**src/hdl/assert_macros.svh**
```systemverilog
// Assertion macros shared by the solver RTL.
// Included by the modules that carry concurrent checks; no other dependencies.
`ifndef ASSERT_MACROS_SVH
`define ASSERT_MACROS_SVH
`ifndef SYNTHESIS
// Check a property on every rising clock edge outside reset.
`define BLD_ASSERT(lbl, clk, rst_n, prop, msg) \
  lbl: assert property (@(posedge clk) disable iff (!rst_n) prop) else $error(msg);
// Check that a condition never holds outside reset.
`define BLD_NEVER(lbl, clk, rst_n, expr, msg) \
  `BLD_ASSERT(lbl, clk, rst_n, !(expr), msg)
`else
`define BLD_ASSERT(lbl, clk, rst_n, prop, msg)
`define BLD_NEVER(lbl, clk, rst_n, expr, msg)
`endif
`endif

```
**src/hdl/bld_pkg.sv**
```systemverilog
// Shared types for the linear Diophantine solver.
// Used by bld_divacc and the top level; no dependencies.
package bld_pkg;

  // Request from the sequencer to the divide/accumulate unit
  typedef struct packed {
    logic start;     // begin one division pass
    logic round_up;  // add one more weight when the remainder is nonzero
  } bld_cmd_t;

  // Status back from the divide/accumulate unit
  typedef struct packed {
    logic done;      // one-cycle pulse, results valid until next start
    logic rem_zero;  // final remainder is zero
  } bld_sts_t;

endpackage

```
**src/hdl/bld_divacc.sv**
```systemverilog
// Shared iterative unit: restoring divider, one quotient bit per cycle, that
// folds each quotient bit into two Horner accumulators. Depends on bld_pkg.
`include "assert_macros.svh"
module bld_divacc #(
  parameter int unsigned W = 32
) (
  input  logic                   clk_i,
  input  logic                   rst_ni,
  input  bld_pkg::bld_cmd_t      cmd_i,
  input  logic [W-1:0]           dividend_i,
  input  logic [W-1:0]           divisor_i,
  input  logic signed [2*W-1:0]  wx_i,
  input  logic signed [2*W-1:0]  wy_i,
  input  logic signed [2*W-1:0]  bx_i,
  input  logic signed [2*W-1:0]  by_i,
  output bld_pkg::bld_sts_t      sts_o,
  output logic [W-1:0]           rem_o,
  output logic signed [2*W-1:0]  px_o,
  output logic signed [2*W-1:0]  py_o
);

  localparam int unsigned PW   = 2 * W;
  localparam int unsigned CntW = $clog2(W);
  localparam logic [CntW-1:0] CntLast = CntW'(W - 1);

  typedef enum logic [1:0] {U_IDLE, U_DIV, U_CORR, U_BIAS} ustate_e;

  ustate_e               state_q;
  logic [CntW-1:0]       cnt_q;
  logic [W-1:0]          rem_q;
  logic [W-1:0]          dvd_q;
  logic signed [PW-1:0]  px_q;
  logic signed [PW-1:0]  py_q;
  logic                  done_q;

  logic [W:0]            trial;
  logic [W:0]            diff;
  logic                  take;
  logic [W-1:0]          rem_next;
  logic                  round;
  logic signed [PW-1:0]  base_x, base_y, add_x, add_y, sum_x, sum_y;

  // Trial subtract for the next quotient bit
  assign trial    = {rem_q, dvd_q[W-1]};
  assign diff     = trial - {1'b0, divisor_i};
  assign take     = trial >= {1'b0, divisor_i};
  assign rem_next = take ? diff[W-1:0] : trial[W-1:0];
  assign round    = cmd_i.round_up & (rem_q != '0);

  // One adder per lane: double and add while dividing, plain add otherwise
  always_comb begin
    base_x = (state_q == U_DIV) ? (px_q <<< 1) : px_q;
    base_y = (state_q == U_DIV) ? (py_q <<< 1) : py_q;
    case (state_q)
      U_DIV: begin
        add_x = take ? wx_i : '0;
        add_y = take ? wy_i : '0;
      end
      U_CORR: begin
        add_x = round ? wx_i : '0;
        add_y = round ? wy_i : '0;
      end
      U_BIAS: begin
        add_x = bx_i;
        add_y = by_i;
      end
      default: begin
        add_x = '0;
        add_y = '0;
      end
    endcase
    sum_x = base_x + add_x;
    sum_y = base_y + add_y;
  end

  // Sequence one pass: W divide steps, round-up step, bias step
  always_ff @(posedge clk_i or negedge rst_ni) begin
    if (!rst_ni) begin
      state_q <= U_IDLE;
      cnt_q   <= '0;
      rem_q   <= '0;
      dvd_q   <= '0;
      px_q    <= '0;
      py_q    <= '0;
      done_q  <= 1'b0;
    end else begin
      // pulse done as the bias step completes
      done_q <= (state_q == U_BIAS);
      case (state_q)
        U_IDLE: begin
          if (cmd_i.start) begin
            dvd_q   <= dividend_i;
            rem_q   <= '0;
            px_q    <= '0;
            py_q    <= '0;
            cnt_q   <= '0;
            state_q <= U_DIV;
          end
        end
        U_DIV: begin
          rem_q <= rem_next;
          dvd_q <= dvd_q << 1;
          px_q  <= sum_x;
          py_q  <= sum_y;
          cnt_q <= cnt_q + 1'b1;
          if (cnt_q == CntLast) begin
            state_q <= U_CORR;
          end
        end
        U_CORR: begin
          px_q    <= sum_x;
          py_q    <= sum_y;
          state_q <= U_BIAS;
        end
        U_BIAS: begin
          px_q    <= sum_x;
          py_q    <= sum_y;
          state_q <= U_IDLE;
        end
        default: begin
          state_q <= U_IDLE;
        end
      endcase
    end
  end

  assign sts_o.done     = done_q;
  assign sts_o.rem_zero = (rem_q == '0);
  assign rem_o          = rem_q;
  assign px_o           = px_q;
  assign py_o           = py_q;

  // Checks
  `BLD_ASSERT(a_start_idle, clk_i, rst_ni, cmd_i.start |-> state_q == U_IDLE,
              "divacc started while busy")
  `BLD_ASSERT(a_rem_below, clk_i, rst_ni, state_q == U_CORR |-> rem_q < divisor_i,
              "remainder not below divisor")
  `BLD_ASSERT(a_pass_len, clk_i, rst_ni,
              state_q == U_CORR |-> $past(state_q, W + 1) == U_IDLE,
              "divide pass length wrong")

endmodule

```
**src/hdl/bezout_linear_diophantine_solver.sv**
```systemverilog
// Linear Diophantine solver m*x + n*y = target; sequencer, Euclid registers.
// Zero target or both coefficients zero skip the divide unit and go straight to emit;
// otherwise each Euclid step and the final scaling run one pass of the divide/accumulate
// unit, which produces one quotient bit per cycle.
// Takes one request at a time; the next is taken once a result is registered.
// Reset clears all state; no clearing pass.
`include "assert_macros.svh"
module bezout_linear_diophantine_solver #(
  parameter int unsigned IN_WIDTH = 32
) (
  input  logic                         clk_i,
  input  logic                         rst_ni,
  input  logic                         in_valid_i,
  output logic                         in_stall_o,
  input  logic signed [IN_WIDTH-1:0]   coef_m_i,
  input  logic signed [IN_WIDTH-1:0]   coef_n_i,
  input  logic signed [IN_WIDTH-1:0]   target_value_i,
  output logic                         out_valid_o,
  input  logic                         out_stall_i,
  output logic signed [2*IN_WIDTH-1:0] sol_x_o,
  output logic signed [2*IN_WIDTH-1:0] sol_y_o,
  output logic                         solvable_o
);

  localparam int unsigned W  = IN_WIDTH;
  localparam int unsigned PW = 2 * W;
  localparam int unsigned CW = W + 2;

  typedef enum logic [2:0] {S_IDLE, S_STEP, S_STEPW, S_FIN, S_FINW, S_EMIT} state_e;

  function automatic logic [W-1:0] mag(input logic signed [W-1:0] v);
    logic [W-1:0] vu;
    vu = v;
    return vu[W-1] ? (~vu + 1'b1) : vu;
  endfunction

  function automatic logic signed [PW-1:0] sext(input logic signed [CW-1:0] v);
    return {{(PW - CW){v[CW-1]}}, v};
  endfunction

  state_e                state_q;
  logic signed [W-1:0]   a_q, b_q, t_q;
  logic signed [CW-1:0]  x_q, y_q, u_q, v_q;
  logic                  fast_q, fast_ok_q;
  logic                  out_valid_q;
  logic signed [PW-1:0]  sol_x_q, sol_y_q;
  logic                  solvable_q;

  logic                  in_acc, fin, kneg, rneg, emit_go;
  logic [W-1:0]          mag_a, mag_b, mag_t, dividend, divisor, r_val, unit_rem;
  logic signed [PW-1:0]  x_ext, y_ext, u_ext, v_ext, wx, wy, bx, by, px, py;
  bld_pkg::bld_cmd_t     cmd;
  bld_pkg::bld_sts_t     sts;

  assign in_stall_o = (state_q != S_IDLE);
  assign in_acc     = in_valid_i & ~in_stall_o;

  // Operand select: Euclid step divides a by b, final pass divides t by g
  assign fin      = (state_q == S_FIN) || (state_q == S_FINW);
  assign mag_a    = mag(a_q);
  assign mag_b    = mag(b_q);
  assign mag_t    = mag(t_q);
  assign dividend = fin ? mag_t : mag_a;
  assign divisor  = fin ? mag_a : mag_b;

  // Lane weights: -k*u in a step, ratio*x in the final pass
  assign x_ext = sext(x_q);
  assign y_ext = sext(y_q);
  assign u_ext = sext(u_q);
  assign v_ext = sext(v_q);
  assign kneg  = a_q[W-1] ^ b_q[W-1];
  assign rneg  = t_q[W-1] ^ a_q[W-1];
  assign wx    = fin ? (rneg ? -x_ext : x_ext) : (kneg ? u_ext : -u_ext);
  assign wy    = fin ? (rneg ? -y_ext : y_ext) : (kneg ? v_ext : -v_ext);
  assign bx    = fin ? '0 : x_ext;
  assign by    = fin ? '0 : y_ext;

  assign cmd.start    = (state_q == S_STEP) || (state_q == S_FIN);
  assign cmd.round_up = ~fin & a_q[W-1];

  // Nonnegative remainder of a modulo |b|
  assign r_val = (a_q[W-1] && !sts.rem_zero) ? (mag_b - unit_rem) : unit_rem;

  assign emit_go = ~out_valid_q | ~out_stall_i;

  bld_divacc #(
    .W (W)
  ) u_divacc (
    .clk_i      (clk_i),
    .rst_ni     (rst_ni),
    .cmd_i      (cmd),
    .dividend_i (dividend),
    .divisor_i  (divisor),
    .wx_i       (wx),
    .wy_i       (wy),
    .bx_i       (bx),
    .by_i       (by),
    .sts_o      (sts),
    .rem_o      (unit_rem),
    .px_o       (px),
    .py_o       (py)
  );

  // Sequencer and output register
  always_ff @(posedge clk_i or negedge rst_ni) begin
    if (!rst_ni) begin
      state_q     <= S_IDLE;
      a_q         <= '0;
      b_q         <= '0;
      t_q         <= '0;
      x_q         <= '0;
      y_q         <= '0;
      u_q         <= '0;
      v_q         <= '0;
      fast_q      <= 1'b0;
      fast_ok_q   <= 1'b0;
      out_valid_q <= 1'b0;
      sol_x_q     <= '0;
      sol_y_q     <= '0;
      solvable_q  <= 1'b0;
    end else begin
      // raise valid on emit, hold it while stalled, drop it once taken
      out_valid_q <= ((state_q == S_EMIT) && emit_go) || (out_valid_q && out_stall_i);
      case (state_q)
        S_IDLE: begin
          if (in_acc) begin
            t_q <= target_value_i;
            if (target_value_i == '0) begin
              fast_q    <= 1'b1;
              fast_ok_q <= 1'b1;
              state_q   <= S_EMIT;
            end else if (coef_m_i == '0 && coef_n_i == '0) begin
              fast_q    <= 1'b1;
              fast_ok_q <= 1'b0;
              state_q   <= S_EMIT;
            end else if (coef_m_i == '0) begin
              fast_q  <= 1'b0;
              a_q     <= coef_n_i;
              x_q     <= '0;
              y_q     <= CW'(1);
              state_q <= S_FIN;
            end else if (coef_n_i == '0) begin
              fast_q  <= 1'b0;
              a_q     <= coef_m_i;
              x_q     <= CW'(1);
              y_q     <= '0;
              state_q <= S_FIN;
            end else begin
              fast_q  <= 1'b0;
              a_q     <= coef_m_i;
              b_q     <= coef_n_i;
              x_q     <= CW'(1);
              y_q     <= '0;
              u_q     <= '0;
              v_q     <= CW'(1);
              state_q <= S_STEP;
            end
          end
        end
        S_STEP: begin
          state_q <= S_STEPW;
        end
        S_STEPW: begin
          if (sts.done) begin
            a_q     <= b_q;
            b_q     <= signed'(r_val);
            x_q     <= u_q;
            y_q     <= v_q;
            u_q     <= px[CW-1:0];
            v_q     <= py[CW-1:0];
            state_q <= (r_val == '0) ? S_FIN : S_STEP;
          end
        end
        S_FIN: begin
          state_q <= S_FINW;
        end
        S_FINW: begin
          if (sts.done) begin
            state_q <= S_EMIT;
          end
        end
        S_EMIT: begin
          if (emit_go) begin
            sol_x_q     <= (fast_q || !sts.rem_zero) ? '0 : px;
            sol_y_q     <= (fast_q || !sts.rem_zero) ? '0 : py;
            solvable_q  <= fast_q ? fast_ok_q : sts.rem_zero;
            state_q     <= S_IDLE;
          end
        end
        default: begin
          state_q <= S_IDLE;
        end
      endcase
    end
  end

  assign out_valid_o = out_valid_q;
  assign sol_x_o     = sol_x_q;
  assign sol_y_o     = sol_y_q;
  assign solvable_o  = solvable_q;

  // Checks
  `BLD_ASSERT(a_div_nonzero, clk_i, rst_ni, cmd.start |-> divisor != '0,
              "division started with zero divisor")
  `BLD_ASSERT(a_done_wait, clk_i, rst_ni,
              sts.done |-> (state_q == S_STEPW || state_q == S_FINW),
              "unit done outside a wait state")
  `BLD_ASSERT(a_acc_busy, clk_i, rst_ni, in_acc |=> state_q != S_IDLE,
              "accepted request left block idle")

endmodule
```
**config.mk**
```make
export PLATFORM = sky130hd
export DESIGN_NAME = bezout_linear_diophantine_solver
export DESIGN_NICKNAME = d
export VERILOG_FILES = /design/src/hdl/bld_pkg.sv /design/src/hdl/bld_divacc.sv /design/src/hdl/bezout_linear_diophantine_solver.sv
export VERILOG_INCLUDE_DIRS = /design/src /design/src/hdl
export SDC_FILE = /design/constraint.sdc
export NUM_CORES = 2
export LEC_CHECK = 0
export BUFFER_PORTS_ARGS = -buffer_cell sky130_fd_sc_hd__buf_2
export CAP_MARGIN = 20
export CORE_ASPECT_RATIO = 1.4
export CORE_MARGIN = 1
export CORE_UTILIZATION = 68
export CTS_CLUSTER_SIZE = 24
export DETAILED_ROUTE_END_ITERATION = 8
export PLACE_DENSITY = 0.94
export SLEW_MARGIN = 20
export SYNTH_ARGS = -nofsm -noshare
export SYNTH_HDL_FRONTEND = slang
export SYNTH_SLANG_ARGS = --single-unit
export TNS_END_PERCENT = 100
```
**constraint.sdc**
```tcl
create_clock -name clk_i -period 16.5 [get_ports clk_i]
set_input_delay 2.475 -clock clk_i [delete_from_list [all_inputs] [get_ports clk_i]]
set_output_delay 2.475 -clock clk_i [all_outputs]
set_load 0.01 [all_outputs]
```
After elaboration in Yosys (flattened, before gate mapping)
Index checks and enable logic that the tools add are counted.
{"block": "word_totals", "reg_bits": 567, "input_bits": 100, "out_inout_bits": 131, "elab_cells": 187}
{"block": "op_classes", "n_addsub": 12, "magnitude_cmp": 1, "eq_ne": 19, "muxes": 91, "n_bitwise": 13, "reduce_logical": 30}
{"operator": "$mux 64", "n": 17}
{"operator": "$mux 34", "n": 20}
{"operator": "$mux 32", "n": 20}
{"operator": "$pmux 64 s3", "n": 2}
{"operator": "$pmux 34 s2", "n": 4}
{"operator": "$neg 34->64", "n": 4}
{"operator": "$pmux 32 s2", "n": 4}
{"operator": "$pmux 64 s2", "n": 2}
{"operator": "$logic_not 32->1", "n": 5}
{"operator": "$add 64x64->64", "n": 2}
{"operator": "$add 32x1->32 const B", "n": 3}
{"operator": "$not 32->32", "n": 3}
{"operator": "$sub 32x32->32", "n": 2}
{"operator": "$ge 33x32->1", "n": 1}
{"operator": "$reduce_bool 32->1", "n": 1}
{"operator": "$mux 3", "n": 6}
{"operator": "$pmux 3 s6", "n": 1}
{"operator": "$ne 2x2->1 const B", "n": 8}
{"operator": "$mux 2", "n": 5}
{"operator": "$pmux 5 s2", "n": 1}
{"operator": "$pmux 2 s4", "n": 1}
{"operator": "$reduce_and 2->1", "n": 4}
{"operator": "$mux 1", "n": 7}
{"operator": "$reduce_and 7->1", "n": 1}
{"operator": "other kinds (24)", "n": 42}

Depth between registers and ports, before layout
{"block": "depth", "word_depth": 9, "mapped_depth": 40, "mapped_depth_nobuf": 39}

Modules after synthesis
Synthesis repeated with hierarchy kept, for this count alone.
{"block": "unflattened", "hier_cells": 5817, "area_unflattened_um2": 44529.0}
{"mod": "bezout_linear_diophantine_solver", "instances": 1, "cells_per_inst": 3278, "area_per_inst_um2": 24387.1, "seq_area_each_um2": 9183.8}
{"mod": "bld_divacc", "instances": 1, "cells_per_inst": 2539, "area_per_inst_um2": 20141.8, "seq_area_each_um2": 5004.8}

Worst setup path before layout
No wires, ideal clock.
{"block": "synth_path", "kind": "register to register", "startpoint": "register a_q[0]", "endpoint": "register u_divacc.py_q[62], in the netlist u_divacc.py_o[62]", "setup_time_ns": 0.131, "arrival_ns": 7.515, "t_required_ns": 16.369, "setup_slack_ns": 8.853, "stages_incl_launch_ff": 39, "period_less_slack_ns": 7.647, "cell_sequence": "dfrtp_1 > inv_1 > ha_1 > nand2_1 > or3_1 > or4_1 > nor2_1 > nand2_1 > or4_1 > o41ai_1 > xor2_1 > nand2_1 > o21ai_0 > ha_1 > nand2_1 > nor2_1 > nand4_1 > o221a_2 > [3 not listed] > clkbuf_1 > clkbuf_1 > a22oi_1 > nor2_1 > ha_1 > clkbuf_1 > a21o_1 > o21bai_1 > o21ba_2 > a2bb2oi_1 > nand3_1 > o21ai_1 > o31a_1 > o21ai_1 > a31o_2 > a2bb2oi_1 > and4_1 > or3_1"}
{"block": "synth_via", "elab_chain_len": 9}
{"element": "start: declaration", "line": "bezout_linear_diophantine_solver.sv:42", "text": "logic signed [W-1:0] a_q, b_q, t_q;"}
{"element": "start signal: assignment", "line": "bezout_linear_diophantine_solver.sv:138", "text": "a_q <= coef_n_i;"}
{"element": "start signal: assignment", "line": "bezout_linear_diophantine_solver.sv:144", "text": "a_q <= coef_m_i;"}
{"element": "start signal: assignment", "line": "bezout_linear_diophantine_solver.sv:150", "text": "a_q <= coef_m_i;"}
{"element": "$not 32->32", "line": "bezout_linear_diophantine_solver.sv:34", "text": "return vu[W-1] ? (~vu + 1'b1) : vu;"}
{"element": "$add 32x1->32", "line": "bezout_linear_diophantine_solver.sv:34"}
{"element": "$mux 32 (*)", "line": "bezout_linear_diophantine_solver.sv:34"}
{"element": "$mux 32 (*)", "line": "bezout_linear_diophantine_solver.sv:64", "text": "assign divisor = fin ? mag_a : mag_b;"}
{"element": "$ge 33x32->1 (*)", "line": "bld_divacc.sv:46", "text": "assign take = trial >= {1'b0, divisor_i};"}
{"element": "$mux 64 (*)", "line": "bld_divacc.sv:57", "text": "add_y = take ? wy_i : '0;"}
{"element": "$pmux 64 s3 (*)", "line": "bld_divacc.sv:54", "text": "case (state_q)"}
{"element": "$add 64x64->64 (*)", "line": "bld_divacc.sv:73", "text": "sum_y = base_y + add_y;"}
{"element": "$pmux 64 s2 (*)", "line": "bld_divacc.sv:89", "text": "case (state_q)"}
{"element": "end signal: assignment", "line": "bld_divacc.sv:104", "text": "py_q <= sum_y;"}
{"element": "end signal: assignment", "line": "bld_divacc.sv:112", "text": "py_q <= sum_y;"}
{"element": "end signal: assignment", "line": "bld_divacc.sv:117", "text": "py_q <= sum_y;"}
{"element": "end: declaration", "line": "bld_divacc.sv:33", "text": "logic signed [PW-1:0] py_q;"}
Every way passes the cells marked *; elsewhere a longest branch is shown, timed or not.
A chain may end at the register's enable or synchronous reset.

Worst setup path in the final report
{"block": "layout_path", "startpoint": "register state_q[0]", "endpoint": "register u_divacc.py_q[56], in the netlist u_divacc.py_o[56]"}
{"block": "layout_via", "elab_chain_len": 9}
{"element": "start: declaration", "line": "bezout_linear_diophantine_solver.sv:41", "text": "state_e state_q;"}
{"element": "start signal: assignment", "line": "bezout_linear_diophantine_solver.sv:171", "text": "state_q <= (r_val == '0) ? S_FIN : S_STEP;"}
{"element": "branches (longest 9 deep; another with $add 64x64->64)"}
Several ways; the timed one is not identified.

==> flow_summary_export.csv <==
group,metric,value,unit
run_status,outcome,"complete, no violations",
logic_synthesis,ys_seq_area_frac,0.339,
detailed_routing,wl_per_cell,22.6,um
finish,area_growth,8.71,%
logic_synthesis,synth_nets,5381,
clock_tree,clock_sinks,567,
global_routing,overflow,0,
clock_tree,cts_resized,0,
sta,slew_viol_final,0,
finish,drive_gt1_frac,0.118,
power,total_power,10.0,mW
logic_synthesis,ys.warnings.count,0,
power,powerDensity,221,nW/um^2
sta,max_freq,0.0957,GHz
clock_tree,clk_latency,650,ps
detailed_routing,dr_wl_met2,64000,um
floorplanning,die_height,296,um
critical_path,slowest_delay,770,ps
logic_synthesis,async_flop_share,1.00,
global_routing,grt_pass1_wl,213000,um
sta,maxSlewHeadroom,0.283,
critical_path,crit_path_max_fanout,72,
logic_synthesis,netlist_instances,5073,
global_routing,grt_max_degree,177,
detailed_routing,remaining_drc_errors,0,
power,ir_drop,0.000201,V
detailed_routing,vias_per_cell,6.95,
logic_synthesis,synth_largest_area_cell,"dfrtp_1",
detailed_routing,drt-initial-drc-count,4355,
global_routing,antenna_found_initial,1,
sta,rsz0062_at_grt,"false",
logic_synthesis,yosysUniqueCellTypes,93,
sta,min_period,10450,ps
sta,finalHoldWorstSlack,482,ps
clock_tree,cts_htree_levels,2,
place,place_congestion,1.05,
detailed_routing,first_pass_iters,9,
finish,multi_input_area,26200,um^2
finish,nFillCells,4224,
logic_synthesis,synth_area_per_cell,8.25,um^2
power,total_leakage_power,20.8,nW
job,maxCapViolCount,0,
logic_synthesis,synth_area_leaders,"dfrtp_1, o21ai_0, nand2_1",
detailed_routing,maxUsedRoutingLayer,"met4",
clock_tree,postCtsSetupBuffers,0,
sta,finalHoldViolations,0,
finish,regArea,14200,um^2
floorplanning,num_rows,107,
detailed_routing,postRouteAntennaNets,0,
detailed_routing,wl_met3,12700,um
critical_path,arrival,10940,ps
floorplanning,core_area,60900,um^2
logic_synthesis,ys_ff_latch,567,
sta,fin_skew,23.6,ps
clock_tree,hold_buffers,0,
sta,tightest_slew,1080,ps
detailed_routing,wl,135000,um
critical_path,cp-start-kind,"register",
critical_path,crit_required,16990,ps
clock_tree,max-clock-path-buffers,3,
floorplanning,start_util,0.687,
global_routing,grtUsageTotal,0.427,
floorplanning,die_w,212,um
sta,min_period_over_period,0.633,
global_routing,grt_pass1_vias,40300,
clock_tree,clockRootBuffer,"clkbuf_16",
logic_synthesis,synth_edf_count,0,
critical_path,path_class,"reg2reg",
detailed_routing,met1_length,46100,um
sta,setup_violations,0,
hold_path,hold_class,"reg2reg",
critical_path,worstSetupEndpointType,"register",
clock_tree,cts_inserted_buffers,58,
critical_path,slowest_stage,"buf_4",
detailed_routing,vias,41400,
clock_tree,cts_tree,"built",
logic_synthesis,syn_area,41900,um^2
clock_tree,clkTransAtPathRegs,70,ps
place,io_buffer_count,230,
place,dpl.hpwl,92200,um
sta,fin_tns_setup,0,ps
finish,fin_nets,5386,
floorplanning,die_area,62600,um^2
logic_synthesis,synthFlopType,"dfrtp_1",
logic_synthesis,yosysMostFrequentCell,"nand2_1",
floorplanning,io_pins,231,
logic_synthesis,synthTopCellsByCount,"nand2_1, o21ai_0, dfrtp_1, a21oi_1, nor2_1",
logic_synthesis,synth_top_area_share,0.339,
## routing by layer
layer,vias up,GRT usage
met5,-,0
met4,0,0.338
met3,830,0.0909
met2,2611,0.707
met1,19600,0.478
li1,18400,-
## flip-flops by register name (all words and copies together), names as in the netlist, 2 cells and up
name / flops
sol_x_o: 64
sol_y_o: 64
u_divacc.px_o: 64
u_divacc.py_o: 64
u_q: 34
v_q: 34
x_q: 34
y_q: 34
a_q: 32
b_q: 32
t_q: 32
u_divacc.dvd_q: 32
u_divacc.rem_o: 32
u_divacc.cnt_q: 5
state_q: 3
u_divacc.state_q: 2
## layout by cell type (no fill, tap or decap), types with 14 or more instances in the layout
cell type | netlist | final
o21bai_1 | 27 | 27
buf_4 | 0 | 37
o41ai_1 | 25 | 25
nor3b_1 | 15 | 15
xnor2_1 | 198 | 196
xor2_1 | 149 | 147
o211ai_1 | 35 | 35
or3_1 | 44 | 44
a221oi_1 | 23 | 23
o21ai_0 | 598 | 597
inv_1 | 103 | 103
a21o_1 | 131 | 131
nor2_1 | 371 | 369
nor4_1 | 57 | 57
a21oi_1 | 397 | 396
a22oi_1 | 69 | 69
nand2_1 | 734 | 734
and3_1 | 31 | 31
mux2i_1 | 38 | 37
nand2b_1 | 38 | 36
o31ai_1 | 63 | 63
nand4_1 | 43 | 43
and2_1 | 30 | 28
bufinv_16 | 0 | 14
a22o_1 | 150 | 150
a211oi_1 | 35 | 35
buf_2 | 10 | 229
a31oi_1 | 25 | 25
mux2_2 | 155 | 155
ha_1 | 204 | 202
nor2b_1 | 23 | 21
nand3_1 | 63 | 63
clkbuf_16 | 0 | 59
nor3_1 | 56 | 55
o21a_1 | 39 | 38
dfrtp_1 | 567 | 567
or4_1 | 21 | 21
## metrics by stage
step                      area, um^2  setup WS (ps)  utilization  instances
final                          45500           6050        0.747       5947
after global routing           45500           5610        0.747       5945
after CTS                      45500           6400        0.746       5942
after detailed placement       43300           6500        0.711       5833
after global placement         43300           6770        0.711       5833
after floorplan                41900           8850            -       5073
## cell families after synthesis
family | count (synthesis) | synth area share
muxes | 193 | 0.0508
xor gates and xnor gates | 348 | 0.0730
and+or+nand+nor | 1576 | 0.171
buffers and inverters | 431 | 0.0391
adders and majority gates | 208 | 0.0629
AOI/OAI and AO/OA | 1750 | 0.264
DFF | 567 | 0.339
## final cells by class
class / count / share of cell area
clock buffer: 69 / 0.0344
multi-input combinational: 4075 / 0.576
clock inverter: 40 / 0.0134
sequential: 567 / 0.312
timing repair buffer: 273 / 0.0335
antenna: 3 / 0.000165
inverter: 103 / 0.00849
tap: 817 / 0.0225
## critical path: cells and delay by family, from the launching register on
| family | cells | cell delay (ps) |
|---|---|---|
| AO/OA/AOI/OAI | 15 | 3860 |
| XOR/XNOR | 1 | 150 |
| adder cells (fa/ha/maj) | 2 | 760 |
| buffers and inverters | 3 | 2160 |
| flip-flops | 1 | 610 |
| AND/OR/NAND/NOR | 9 | 2520 |
## worst paths after layout
| path | depth (start not counted) | slack [ps] | endpoint | startpoint |
|---|---|---|---|---|
| setup / recovery | 30 | 6050 | u_divacc.py_o[56] | state_q[0] |
| hold / removal | 2 | 480 | u_divacc.dvd_q[13] | u_divacc.dvd_q[13] |
| hold reg to reg | 2 | 480 | u_divacc.dvd_q[13] | u_divacc.dvd_q[13] |
| setup reg to reg | 30 | 6050 | u_divacc.py_o[56] | state_q[0] |
| max in group asynchronous | 4 | 11630 | u_divacc.px_o[44] | rst_ni |
| min in group asynchronous | 1 | 1820 | b_q[16] | rst_ni |
## power breakdown
part / internal (mW) / switching [mW]
Combinational: 2.18 / 4.16
Clock: 0.901 / 0.621
Sequential: 1.71 / 0.472
Total: 4.78 / 5.26
Power figures use the tool's default switching activity.
